## src/rtl/drds_pkg.sv

```systemverilog
// ----------------------------------------------------------------------------
// drds_pkg: shared types and constants of the diversity switch
// Holds the sequencer states, register indexes, divider request and response
// structs and the fixed field widths.
// ----------------------------------------------------------------------------
package drds_pkg;

    localparam int SAMPLE_W = 10;   // width of one strength reading
    localparam int PCT_W    = 18;   // width of a signed percentage
    localparam int DVD_W    = 18;   // divider dividend and quotient width
    localparam int DVS_W    = 10;   // divider divisor width
    localparam int DIV_STEPS = DVD_W / 2;  // two quotient bits per cycle
    localparam int STEP_W   = $clog2(DIV_STEPS);

    // Mode numbers as seen on the result channel.
    localparam logic [1:0] MODE_RX1       = 2'd1;
    localparam logic [1:0] MODE_RX2       = 2'd2;
    localparam logic [1:0] MODE_DIVERSITY = 2'd3;

    typedef enum logic [2:0] {
        REG_RX1_FLOOR   = 3'd0,
        REG_RX1_CEILING = 3'd1,
        REG_RX2_FLOOR   = 3'd2,
        REG_RX2_CEILING = 3'd3,
        REG_DEBOUNCE    = 3'd4,
        REG_INTERVAL    = 3'd5,
        REG_HYSTERESIS  = 3'd6,
        REG_CLIP        = 3'd7
    } cfg_idx_t;

    typedef enum logic [2:0] {
        S_IDLE,
        S_VIDEO,
        S_MODE,
        S_LOAD,
        S_DIV,
        S_STORE,
        S_DECIDE,
        S_OUT
    } state_t;

    // Operations run through the shared divider, in this order.
    typedef enum logic [1:0] {
        OP_MEAN1 = 2'd0,
        OP_MEAN2 = 2'd1,
        OP_PCT1  = 2'd2,
        OP_PCT2  = 2'd3
    } op_t;

    typedef struct packed {
        logic             start;
        logic [DVD_W-1:0] dividend;
        logic [DVS_W-1:0] divisor;
    } div_req_t;

    typedef struct packed {
        logic             done;
        logic [DVD_W-1:0] quotient;
    } div_rsp_t;

endpackage

```

## src/rtl/drds_window.sv

```systemverilog
// ----------------------------------------------------------------------------
// drds_window: moving-sum window of one receiver
// Keeps the last readings in a small memory with per-entry valid bits and
// maintains their running sum.
// ----------------------------------------------------------------------------
module drds_window
    import drds_pkg::*;
#(
    parameter int AVG_DEPTH = 10
) (
    input  logic                                  aclk,
    input  logic                                  aresetn,
    input  logic                                  update,
    input  logic [SAMPLE_W-1:0]                   sample,
    output logic [$clog2(AVG_DEPTH*1023+1)-1:0]   sum
);

    localparam int SUM_W  = $clog2(AVG_DEPTH*1023+1);
    localparam int SLOT_W = (AVG_DEPTH > 1) ? $clog2(AVG_DEPTH) : 1;
    localparam logic [SLOT_W-1:0] SLOT_LAST = SLOT_W'(AVG_DEPTH - 1);

    logic [SAMPLE_W-1:0] mem [AVG_DEPTH];
    logic [SAMPLE_W-1:0] rd_reg;
    logic                rd_valid_reg;
    logic [AVG_DEPTH-1:0] valid_reg;
    logic [SLOT_W-1:0]   slot_reg;
    logic [SLOT_W-1:0]   slot_next;
    logic [SUM_W-1:0]    sum_reg;
    logic [SUM_W-1:0]    sum_next;
    logic [SAMPLE_W-1:0] oldest;

    // The read port follows the current slot every cycle; the slot moves only
    // on updates, a whole result sequence apart, so the oldest entry is ready.
    always_ff @(posedge aclk) begin
        if (update) begin
            mem[slot_reg] <= sample;
        end
        rd_reg <= mem[slot_reg];
    end

    assign oldest    = rd_valid_reg ? rd_reg : '0;
    assign slot_next = (slot_reg == SLOT_LAST) ? '0 : slot_reg + 1'b1;
    assign sum_next  = SUM_W'(({1'b0, sum_reg} - {{(SUM_W+1-SAMPLE_W){1'b0}}, oldest})
                              + {{(SUM_W+1-SAMPLE_W){1'b0}}, sample});

    always_ff @(posedge aclk) begin
        if (!aresetn) begin
            valid_reg    <= '0;
            rd_valid_reg <= 1'b0;
            slot_reg     <= '0;
            sum_reg      <= '0;
        end else begin
            rd_valid_reg <= valid_reg[slot_reg];
            if (update) begin
                valid_reg[slot_reg] <= 1'b1;
                slot_reg            <= slot_next;
                sum_reg             <= sum_next;
            end
        end
    end

    assign sum = sum_reg;

endmodule

```

## src/rtl/drds_div.sv

```systemverilog
// ----------------------------------------------------------------------------
// drds_div: shared unsigned restoring divider
// Produces two quotient bits per cycle while busy; rsp.done marks the final step, and
// the quotient is ready once that step is registered.
// ----------------------------------------------------------------------------
module drds_div
    import drds_pkg::*;
(
    input  logic     aclk,
    input  logic     aresetn,
    input  div_req_t req,
    output div_rsp_t rsp
);

    localparam logic [STEP_W-1:0] STEP_LAST = STEP_W'(DIV_STEPS - 1);

    logic              busy_reg;
    logic [STEP_W-1:0] cnt_reg;
    logic [DVD_W-1:0]  dvd_reg;
    logic [DVD_W-1:0]  dvd_next;
    logic [DVS_W:0]    rem_reg;
    logic [DVS_W:0]    rem_next;
    logic [DVS_W-1:0]  dvs_reg;
    logic [DVS_W+1:0]  trial1;
    logic [DVS_W+1:0]  trial2;
    logic [DVS_W:0]    rem1;
    logic              ge1;
    logic              ge2;

    // Two chained restoring steps; the partial remainder stays below twice
    // the divisor, so it fits one bit above the divisor width.
    always_comb begin
        trial1   = {rem_reg, dvd_reg[DVD_W-1]};
        ge1      = trial1 >= {2'b00, dvs_reg};
        rem1     = ge1 ? (DVS_W+1)'(trial1 - {2'b00, dvs_reg}) : trial1[DVS_W:0];
        trial2   = {rem1, dvd_reg[DVD_W-2]};
        ge2      = trial2 >= {2'b00, dvs_reg};
        rem_next = ge2 ? (DVS_W+1)'(trial2 - {2'b00, dvs_reg}) : trial2[DVS_W:0];
        dvd_next = {dvd_reg[DVD_W-3:0], ge1, ge2};
    end

    always_ff @(posedge aclk) begin
        if (!aresetn) begin
            busy_reg <= 1'b0;
            cnt_reg  <= '0;
        end else if (req.start) begin
            busy_reg <= 1'b1;
            cnt_reg  <= '0;
        end else if (busy_reg) begin
            cnt_reg <= cnt_reg + 1'b1;
            if (cnt_reg == STEP_LAST) begin
                busy_reg <= 1'b0;
            end
        end
    end

    always_ff @(posedge aclk) begin
        if (req.start) begin
            dvd_reg <= req.dividend;
            dvs_reg <= req.divisor;
            rem_reg <= '0;
        end else if (busy_reg) begin
            dvd_reg <= dvd_next;
            rem_reg <= rem_next;
        end
    end

    assign rsp.done     = busy_reg && (cnt_reg == STEP_LAST);
    assign rsp.quotient = dvd_reg;

endmodule

```

## src/rtl/dual_receiver_rssi_diversity_switch.sv

```systemverilog
// ----------------------------------------------------------------------------
// dual_receiver_rssi_diversity_switch: receiver choice from averaged strength
// Averages both strength readings, maps them to percentages, debounces the
// mode and video buttons and picks the active receiver.
// ----------------------------------------------------------------------------
//
//  Channel   Direction  Beat contents
//  s_axis    in         two readings, two button levels, millisecond time
//  m_axis    out        receiver and video selects, mode, bar, percents, means
//  apb       in/out     eight configuration registers at byte address 4*i
//
// A result is loaded after its beat is taken in this order: the video and mode debounce
// states, four divisions (two means, two percentages) on the shared divider, each as
// load, divide and store states, then the decision and the output load. The next beat
// can be taken in the cycle after the load, so no beat is taken before the last result is loaded.
// Reset is synchronous and active low; it restores defaults and empties the windows.
// s_tready is high only while idle; only loading a new result waits for m_tready.
//
module dual_receiver_rssi_diversity_switch
    import drds_pkg::*;
#(
    parameter int AVG_DEPTH = 10
) (
    input  logic        aclk,
    input  logic        aresetn,
    // Input beat, from bit 0: rx1_sample[9:0], rx2_sample[19:10],
    // mode_button_level[20], video_button_level[21], now_ms[53:22], zero pad.
    input  logic        s_tvalid,
    output logic        s_tready,
    input  logic [55:0] s_tdata,
    // Result beat, from bit 0: rx_select[0], video_select[1], mode_number[3:2],
    // diversity_led[4], level_bar[8:5], rx1_percent[26:9], rx2_percent[44:27],
    // rx1_mean[54:45], rx2_mean[64:55], zero pad.
    output logic        m_tvalid,
    input  logic        m_tready,
    output logic [71:0] m_tdata,
    // Configuration port.
    input  logic        psel,
    input  logic        penable,
    input  logic        pwrite,
    input  logic [4:0]  paddr,
    input  logic [31:0] pwdata,
    output logic [31:0] prdata,
    output logic        pready
);

    localparam int SUM_W = $clog2(AVG_DEPTH*1023+1);

    // Configuration registers.
    logic [9:0]  rx1_floor_reg;
    logic [9:0]  rx1_ceiling_reg;
    logic [9:0]  rx2_floor_reg;
    logic [9:0]  rx2_ceiling_reg;
    logic [15:0] debounce_reg;
    logic [15:0] interval_reg;
    logic [6:0]  hysteresis_reg;
    logic        clip_reg;
    logic        cfg_write;

    // Captured input beat.
    logic [SAMPLE_W-1:0] rx1_sample_reg;
    logic [SAMPLE_W-1:0] rx2_sample_reg;
    logic                mode_level_reg;
    logic                video_level_reg;
    logic [31:0]         now_reg;

    // Control state that lives across beats.
    logic [1:0]  mode_reg;
    logic        video_sel_reg;
    logic        rx_sel_reg;
    logic [31:0] mode_press_reg;
    logic [31:0] video_press_reg;
    logic [31:0] decision_reg;

    // Working values of the current beat.
    state_t          state_reg;
    state_t          state_next;
    op_t             op_reg;
    logic [9:0]      mean1_reg;
    logic [9:0]      mean2_reg;
    logic signed [PCT_W-1:0] pct1_reg;
    logic signed [PCT_W-1:0] pct2_reg;
    logic [3:0]      bar_reg;
    logic            neg_reg;
    logic            den_zero_reg;

    // Output register.
    logic        m_tvalid_reg;
    logic [71:0] m_tdata_reg;

    logic [SUM_W-1:0] sum1;
    logic [SUM_W-1:0] sum2;
    logic             win_update;
    logic             out_free;
    logic             out_load;
    div_req_t         div_req;
    div_rsp_t         div_rsp;

    // ------------------------------------------------------------------
    // Configuration port
    // ------------------------------------------------------------------
    assign pready    = 1'b1;
    assign cfg_write = psel && penable && pwrite && pready;

    always_ff @(posedge aclk) begin
        if (!aresetn) begin
            rx1_floor_reg   <= 10'd512;
            rx1_ceiling_reg <= 10'd1023;
            rx2_floor_reg   <= 10'd512;
            rx2_ceiling_reg <= 10'd1023;
            debounce_reg    <= 16'd250;
            interval_reg    <= 16'd2000;
            hysteresis_reg  <= 7'd1;
            clip_reg        <= 1'b0;
        end else if (cfg_write) begin
            case (cfg_idx_t'(paddr[4:2]))
                REG_RX1_FLOOR:   rx1_floor_reg   <= pwdata[9:0];
                REG_RX1_CEILING: rx1_ceiling_reg <= pwdata[9:0];
                REG_RX2_FLOOR:   rx2_floor_reg   <= pwdata[9:0];
                REG_RX2_CEILING: rx2_ceiling_reg <= pwdata[9:0];
                REG_DEBOUNCE:    debounce_reg    <= pwdata[15:0];
                REG_INTERVAL:    interval_reg    <= pwdata[15:0];
                REG_HYSTERESIS:  hysteresis_reg  <= pwdata[6:0];
                REG_CLIP:        clip_reg        <= pwdata[0];
                default: ;
            endcase
        end
    end

    always_comb begin
        case (cfg_idx_t'(paddr[4:2]))
            REG_RX1_FLOOR:   prdata = {22'd0, rx1_floor_reg};
            REG_RX1_CEILING: prdata = {22'd0, rx1_ceiling_reg};
            REG_RX2_FLOOR:   prdata = {22'd0, rx2_floor_reg};
            REG_RX2_CEILING: prdata = {22'd0, rx2_ceiling_reg};
            REG_DEBOUNCE:    prdata = {16'd0, debounce_reg};
            REG_INTERVAL:    prdata = {16'd0, interval_reg};
            REG_HYSTERESIS:  prdata = {25'd0, hysteresis_reg};
            REG_CLIP:        prdata = {31'd0, clip_reg};
            default:         prdata = '0;
        endcase
    end

    // ------------------------------------------------------------------
    // Sequencer
    // ------------------------------------------------------------------
    assign out_free = !m_tvalid_reg || m_tready;

    always_comb begin
        state_next = state_reg;
        case (state_reg)
            S_IDLE:   if (s_tvalid) state_next = S_VIDEO;
            S_VIDEO:  state_next = S_MODE;
            S_MODE:   state_next = S_LOAD;
            S_LOAD:   state_next = S_DIV;
            S_DIV:    if (div_rsp.done) state_next = S_STORE;
            S_STORE:  state_next = (op_reg == OP_PCT2) ? S_DECIDE : S_LOAD;
            S_DECIDE: state_next = S_OUT;
            S_OUT:    if (out_free) state_next = S_IDLE;
            default:  state_next = S_IDLE;
        endcase
    end

    always_comb begin
        s_tready   = (state_reg == S_IDLE);
        win_update = (state_reg == S_VIDEO);
        out_load   = (state_reg == S_OUT) && out_free;
    end

    always_ff @(posedge aclk) begin
        if (!aresetn) begin
            state_reg <= S_IDLE;
        end else begin
            state_reg <= state_next;
        end
    end

    // ------------------------------------------------------------------
    // Averaging windows
    // ------------------------------------------------------------------
    drds_window #(
        .AVG_DEPTH (AVG_DEPTH)
    ) u_win1 (
        .aclk    (aclk),
        .aresetn (aresetn),
        .update  (win_update),
        .sample  (rx1_sample_reg),
        .sum     (sum1)
    );

    drds_window #(
        .AVG_DEPTH (AVG_DEPTH)
    ) u_win2 (
        .aclk    (aclk),
        .aresetn (aresetn),
        .update  (win_update),
        .sample  (rx2_sample_reg),
        .sum     (sum2)
    );

    // ------------------------------------------------------------------
    // Elapsed-time compare, shared by both debounce checks and the
    // diversity interval check. Differences wrap modulo 2^32.
    // ------------------------------------------------------------------
    logic [31:0] cmp_ref;
    logic [15:0] cmp_lim;
    logic [31:0] elapsed;
    logic        elapsed_gt;

    always_comb begin
        case (state_reg)
            S_VIDEO: begin
                cmp_ref = video_press_reg;
                cmp_lim = debounce_reg;
            end
            S_MODE: begin
                cmp_ref = mode_press_reg;
                cmp_lim = debounce_reg;
            end
            default: begin
                cmp_ref = decision_reg;
                cmp_lim = interval_reg;
            end
        endcase
        elapsed    = now_reg - cmp_ref;
        elapsed_gt = elapsed > {16'd0, cmp_lim};
    end

    // ------------------------------------------------------------------
    // Divider operands. The means divide a window sum by the depth; the
    // percentages divide |(mean - floor) * 100| by |ceiling - floor| and the
    // sign is put back afterwards, which truncates toward zero.
    // ------------------------------------------------------------------
    logic [9:0]        map_mean;
    logic [9:0]        map_lo;
    logic [9:0]        map_hi;
    logic signed [10:0] delta;
    logic signed [10:0] span;
    logic [10:0]       delta_abs;
    logic [10:0]       span_abs;
    logic [16:0]       num_abs;

    always_comb begin
        map_mean  = op_reg[0] ? mean2_reg : mean1_reg;
        map_lo    = op_reg[0] ? rx2_floor_reg : rx1_floor_reg;
        map_hi    = op_reg[0] ? rx2_ceiling_reg : rx1_ceiling_reg;
        delta     = signed'({1'b0, map_mean}) - signed'({1'b0, map_lo});
        span      = signed'({1'b0, map_hi}) - signed'({1'b0, map_lo});
        delta_abs = delta[10] ? 11'(-delta) : 11'(delta);
        span_abs  = span[10] ? 11'(-span) : 11'(span);
        // Times one hundred as 64 + 32 + 4.
        num_abs   = (17'(delta_abs[9:0]) << 6) + (17'(delta_abs[9:0]) << 5)
                  + (17'(delta_abs[9:0]) << 2);

        div_req.start = (state_reg == S_LOAD);
        case (op_reg)
            OP_MEAN1: begin
                div_req.dividend = DVD_W'(sum1);
                div_req.divisor  = DVS_W'(AVG_DEPTH);
            end
            OP_MEAN2: begin
                div_req.dividend = DVD_W'(sum2);
                div_req.divisor  = DVS_W'(AVG_DEPTH);
            end
            default: begin
                div_req.dividend = DVD_W'(num_abs);
                div_req.divisor  = span_abs[9:0];
            end
        endcase
    end

    drds_div u_div (
        .aclk    (aclk),
        .aresetn (aresetn),
        .req     (div_req),
        .rsp     (div_rsp)
    );

    // Percentage from the quotient: restore sign, add one, clip if enabled.
    // A zero span maps to zero before the one is added.
    logic signed [PCT_W-1:0] q_signed;
    logic signed [PCT_W-1:0] pct_raw;
    logic signed [PCT_W-1:0] pct_one;
    logic signed [PCT_W-1:0] pct_final;

    always_comb begin
        q_signed = signed'(div_rsp.quotient);
        if (den_zero_reg) begin
            pct_raw = '0;
        end else if (neg_reg) begin
            pct_raw = -q_signed;
        end else begin
            pct_raw = q_signed;
        end
        pct_one   = pct_raw + PCT_W'(1);
        pct_final = pct_one;
        if (clip_reg) begin
            if (pct_one < 0) begin
                pct_final = '0;
            end else if (pct_one > PCT_W'(100)) begin
                pct_final = PCT_W'(100);
            end
        end
    end

    // Level bar of the previously selected receiver and the hysteresis
    // comparison, both on the finished percentages.
    logic signed [PCT_W-1:0] bar_pct;
    logic signed [PCT_W:0]   p1_wide;
    logic signed [PCT_W:0]   p2_wide;
    logic signed [PCT_W:0]   hyst_wide;
    logic                    pick_rx1;
    logic                    pick_rx2;

    always_comb begin
        bar_pct   = rx_sel_reg ? pct2_reg : pct1_reg;
        p1_wide   = (PCT_W+1)'(pct1_reg);
        p2_wide   = (PCT_W+1)'(pct2_reg);
        hyst_wide = signed'((PCT_W+1)'(hysteresis_reg));
        pick_rx1  = (p1_wide + hyst_wide) > p2_wide;
        pick_rx2  = (p2_wide + hyst_wide) > p1_wide;
    end

    // ------------------------------------------------------------------
    // Datapath registers
    // ------------------------------------------------------------------
    always_ff @(posedge aclk) begin
        if (!aresetn) begin
            mode_reg        <= MODE_RX1;
            video_sel_reg   <= 1'b0;
            rx_sel_reg      <= 1'b0;
            mode_press_reg  <= '0;
            video_press_reg <= '0;
            decision_reg    <= '0;
            op_reg          <= OP_MEAN1;
        end else begin
            case (state_reg)
                S_IDLE: begin
                    op_reg <= OP_MEAN1;
                end
                S_VIDEO: begin
                    if (!video_level_reg && elapsed_gt) begin
                        video_sel_reg   <= !video_sel_reg;
                        video_press_reg <= now_reg;
                    end
                end
                S_MODE: begin
                    if (!mode_level_reg && elapsed_gt) begin
                        mode_reg       <= (mode_reg == MODE_DIVERSITY) ? MODE_RX1
                                                                       : mode_reg + 2'd1;
                        mode_press_reg <= now_reg;
                    end
                end
                S_STORE: begin
                    op_reg <= op_t'(op_reg + 2'd1);
                end
                S_DECIDE: begin
                    case (mode_reg)
                        MODE_RX1: rx_sel_reg <= 1'b0;
                        MODE_RX2: rx_sel_reg <= 1'b1;
                        MODE_DIVERSITY: begin
                            if (elapsed_gt) begin
                                if (pick_rx1) begin
                                    rx_sel_reg <= 1'b0;
                                end else if (pick_rx2) begin
                                    rx_sel_reg <= 1'b1;
                                end
                                decision_reg <= now_reg;
                            end
                        end
                        default: ;
                    endcase
                end
                default: ;
            endcase
        end
    end

    always_ff @(posedge aclk) begin
        if (s_tvalid && s_tready) begin
            rx1_sample_reg  <= s_tdata[9:0];
            rx2_sample_reg  <= s_tdata[19:10];
            mode_level_reg  <= s_tdata[20];
            video_level_reg <= s_tdata[21];
            now_reg         <= s_tdata[53:22];
        end
        if (state_reg == S_LOAD) begin
            neg_reg      <= delta[10] ^ span[10];
            den_zero_reg <= (span == '0);
        end
        if (state_reg == S_STORE) begin
            case (op_reg)
                OP_MEAN1: mean1_reg <= div_rsp.quotient[9:0];
                OP_MEAN2: mean2_reg <= div_rsp.quotient[9:0];
                OP_PCT1:  pct1_reg  <= pct_final;
                OP_PCT2:  pct2_reg  <= pct_final;
                default: ;
            endcase
        end
        if (state_reg == S_DECIDE) begin
            bar_reg <= {bar_pct > PCT_W'(75), bar_pct > PCT_W'(50),
                        bar_pct > PCT_W'(25), bar_pct > 0};
        end
    end

    // ------------------------------------------------------------------
    // Output register
    // ------------------------------------------------------------------
    always_ff @(posedge aclk) begin
        if (!aresetn) begin
            m_tvalid_reg <= 1'b0;
        end else if (out_load) begin
            m_tvalid_reg <= 1'b1;
        end else if (m_tready) begin
            m_tvalid_reg <= 1'b0;
        end
    end

    always_ff @(posedge aclk) begin
        if (out_load) begin
            m_tdata_reg <= {7'd0, mean2_reg, mean1_reg, pct2_reg, pct1_reg, bar_reg,
                            mode_reg == MODE_DIVERSITY, mode_reg, video_sel_reg,
                            rx_sel_reg};
        end
    end

    assign m_tvalid = m_tvalid_reg;
    assign m_tdata  = m_tdata_reg;

endmodule
```

## config.mk

```make
export PLATFORM = sky130hd
export DESIGN_NAME = dual_receiver_rssi_diversity_switch
export DESIGN_NICKNAME = d
export VERILOG_FILES = /design/src/rtl/drds_pkg.sv /design/src/rtl/drds_window.sv /design/src/rtl/drds_div.sv /design/src/rtl/dual_receiver_rssi_diversity_switch.sv
export SDC_FILE = /design/constraint.sdc
export NUM_CORES = 2
export LEC_CHECK = 0
export BUFFER_PORTS_ARGS = -buffer_cell sky130_fd_sc_hd__buf_2
export CAP_MARGIN = 30
export CORE_MARGIN = 2
export CORE_UTILIZATION = 30
export DETAILED_ROUTE_END_ITERATION = 7
export GPL_TIMING_DRIVEN = 1
export RECOVER_POWER = 25
export REMOVE_ABC_BUFFERS = 1
export SYNTH_ARGS = -nofsm -noshare
export SYNTH_HDL_FRONTEND = slang
export SYNTH_SLANG_ARGS = --single-unit
```

## constraint.sdc

```tcl
create_clock -name aclk -period 18.1 [get_ports aclk]
set_input_delay 1.81 -clock aclk [delete_from_list [all_inputs] [get_ports aclk]]
set_output_delay 1.81 -clock aclk [all_outputs]
set_load 0.03 [all_outputs]
```

==> metrics.txt <==
pwr dens 115 mW/mm2; startpoint types flop; WL per Instance 17.3 um; detailed route wirelength on metal2 40.9 mm; # Max-Cap Violations 0; initial antenna violation count 2; height of the die 350 um; DRT met1 WL 42.8 mm; Tot GR Track Use 0.146; clk root buf clkbuf_16; Finished Cell Area 0.0412 mm2; status completed; first-pass GRT wire length 141 mm; mapped cell area 0.0359 mm2; Mean Syn Cell Area 10.5 um2; Lkg Pwr 15.6 nW; Seq cells post-synth 689; Synth cell types 84; Clock Latency Late Sink 0.65 ns; # resized after CTS 0; Yosys warnings 0; Final Hold Viols 0; CP Class reg -> reg; Worst-Margin Slew 0.978 ns; die width 350 um; worst slack at placement 10.35 ns; r2r setup slk 10.13 ns; drt via density 4.86; I/O Buffers 162; Slew Viols, Final 0; initial DRC count 1758; Final WS setup 10.13 ns; top routing layer in use met5; Tmin final 7.97 ns; RSZ-0062 raised after global routing false; Sum Neg Setup Slack 0 ns; fraction of layout cells with a size suffix above 1 0.125; Async SR Flop Fraction 0; sequential cell area fraction in the yosys report 0.498; CP Capture Type flop; drt drc 0; final net count 3866; CP Max Fanout 48; total CTS buffers 75; post-CTS setup repair buffer count 0; slew margin rel. 0.348; Post-Route Utilization 0.348; Post-synth EDFFs 409; Final ANT Viol Nets 0; WL met3 4.50 mm; Ports 207; Placed Area 0.0386 mm2; CTS tree done; die area 0.123 mm2; Post-synth top flop edfxtp_1; vias in the first global route 24351; Min Hold Slack 0.419 ns; CTS H-Tree Depth 3; row count 126; buffer depth of the longest clock path 3; HPWL Detailed 63.9 mm; cts hold-fix bufs 0; Reg clk slew, reported paths 0.06 ns; Clock Sinks 689; Post-Route WL 90.1 mm; fill count 11742; Starting Density 0.303; Setup-failing EPs final 0; Worst path max stage delay 0.60 ns; Worst Hold Class reg -> reg; DR vias 25290; Req. time, crit path 18.63 ns; most frequent cells in the layout edfxtp_1, nand2_1, dfxtp_1, inv_1, nor2_1; Area Growth Syn to Fin 14.7%; GP Congestion 0.869; Peak Freq 0.125 GHz; grt total ovfl 0; final cell count without fillers 5201; core box area 0.118 mm2; Peak VDD IR 73.3 uV; crit share post-route 0.440; placed insts 5057; WP data arrival 8.50 ns; Pwr Total 4.72 mW; Slowest-stage cell, CP dfxtp_1; largest net degree at the start of global routing 91; clock skew 0.0517 ns; most common cell after layout, fill and taps aside edfxtp_1; TritonRoute pass-1 iters 5; Syn Inst Count 3406
worst paths after layout:
path | startpoint | end | cells after the start
min reg2reg | bar_reg[1] | m_tdata[6] | 0
max | state_reg[1] | decision_reg[21] | 28
max reg2reg | state_reg[1] | decision_reg[21] | 28
min | bar_reg[1] | m_tdata[6] | 0
power breakdown:
part	internal, mW	switching (mW)	leakage [nW]
clock	0.909	0.673	1.25
combinational	0.548	0.753	8.40
sequential	1.76	0.0797	5.99
critical path, delay by kind of cell, from the launching register on:
| family | cells | cell delay (ns) |
|---|---|---|
| AND/OR/NAND/NOR | 11 | 2.35 |
| flip-flops | 1 | 0.60 |
| AO/OA/AOI/OAI | 8 | 2.28 |
| XOR/XNOR | 1 | 0.22 |
| adder cells (fa/ha/maj) | 3 | 0.91 |
| multiplexers | 1 | 0.21 |
| buffers and inverters | 4 | 1.21 |
cell families (layout without fill, tap and decap cells):
kind of cell / count (synthesis) / in the layout / share of synthesized area
and+or+nand+nor: 1015 / 1015 / 0.132
DFF: 689 / 689 / 0.498
AOI/OAI and AO/OA: 655 / 655 / 0.111
buffers and inverters: 406 / 577 / 0.0461
muxes: 244 / 244 / 0.0856
adders and majority gates: 230 / 230 / 0.0872
xor gates and xnor gates: 165 / 165 / 0.0404
other: 2 / 26 / 0.000209
cells in the mapped netlist (10+ instances only):
cell type	count	area, um2
edfxtp_1	409	12300
nand2_1	398	1490
dfxtp_1	280	5610
inv_1	220	826
nor2_1	211	792
a21oi_1	208	1040
ha_1	196	2450
o21ai_0	182	911
mux2i_1	169	1690
clkbuf_1	129	484
xnor2_1	104	911
nand3_1	101	505
xor2_1	60	526
nor2b_1	57	357
nor3_1	49	245
a21o_1	48	360
mux4_2	48	1080
o22ai_1	39	244
a211oi_1	35	263
fa_1	34	681
buf_4	33	248
nand4_1	32	200
and2_1	28	175
mux2_2	27	304
nor4_1	27	169
nand2b_1	26	163
o31ai_1	19	143
or3_1	19	119
and3_1	17	106
buf_1	14	52.6
a221oi_1	12	105
a31oi_1	12	75.1
o211ai_1	12	90.1
o21bai_1	12	90.1
nor3b_1	10	75.1
or2_2	10	62.6
metal layers:
layer  up-vias  global-route usage
li1      12431                   -
met2       578               0.231
met5         -                   0
met4         2              0.0401
met1     12158               0.206
met3       121              0.0224
final cells by class:
class	count	area, um2	area share
multi-input combinational	2333	16600	0.402
tap	1600	2000	0.0486
timing repair buffer	214	1320	0.0319
clock buffer	95	2050	0.0498
clock inverter	45	542	0.0131
antenna	2	5.00	0.000121
sequential	689	17900	0.434
inverter	223	838	0.0203
(Power assumes the default switching activity.)
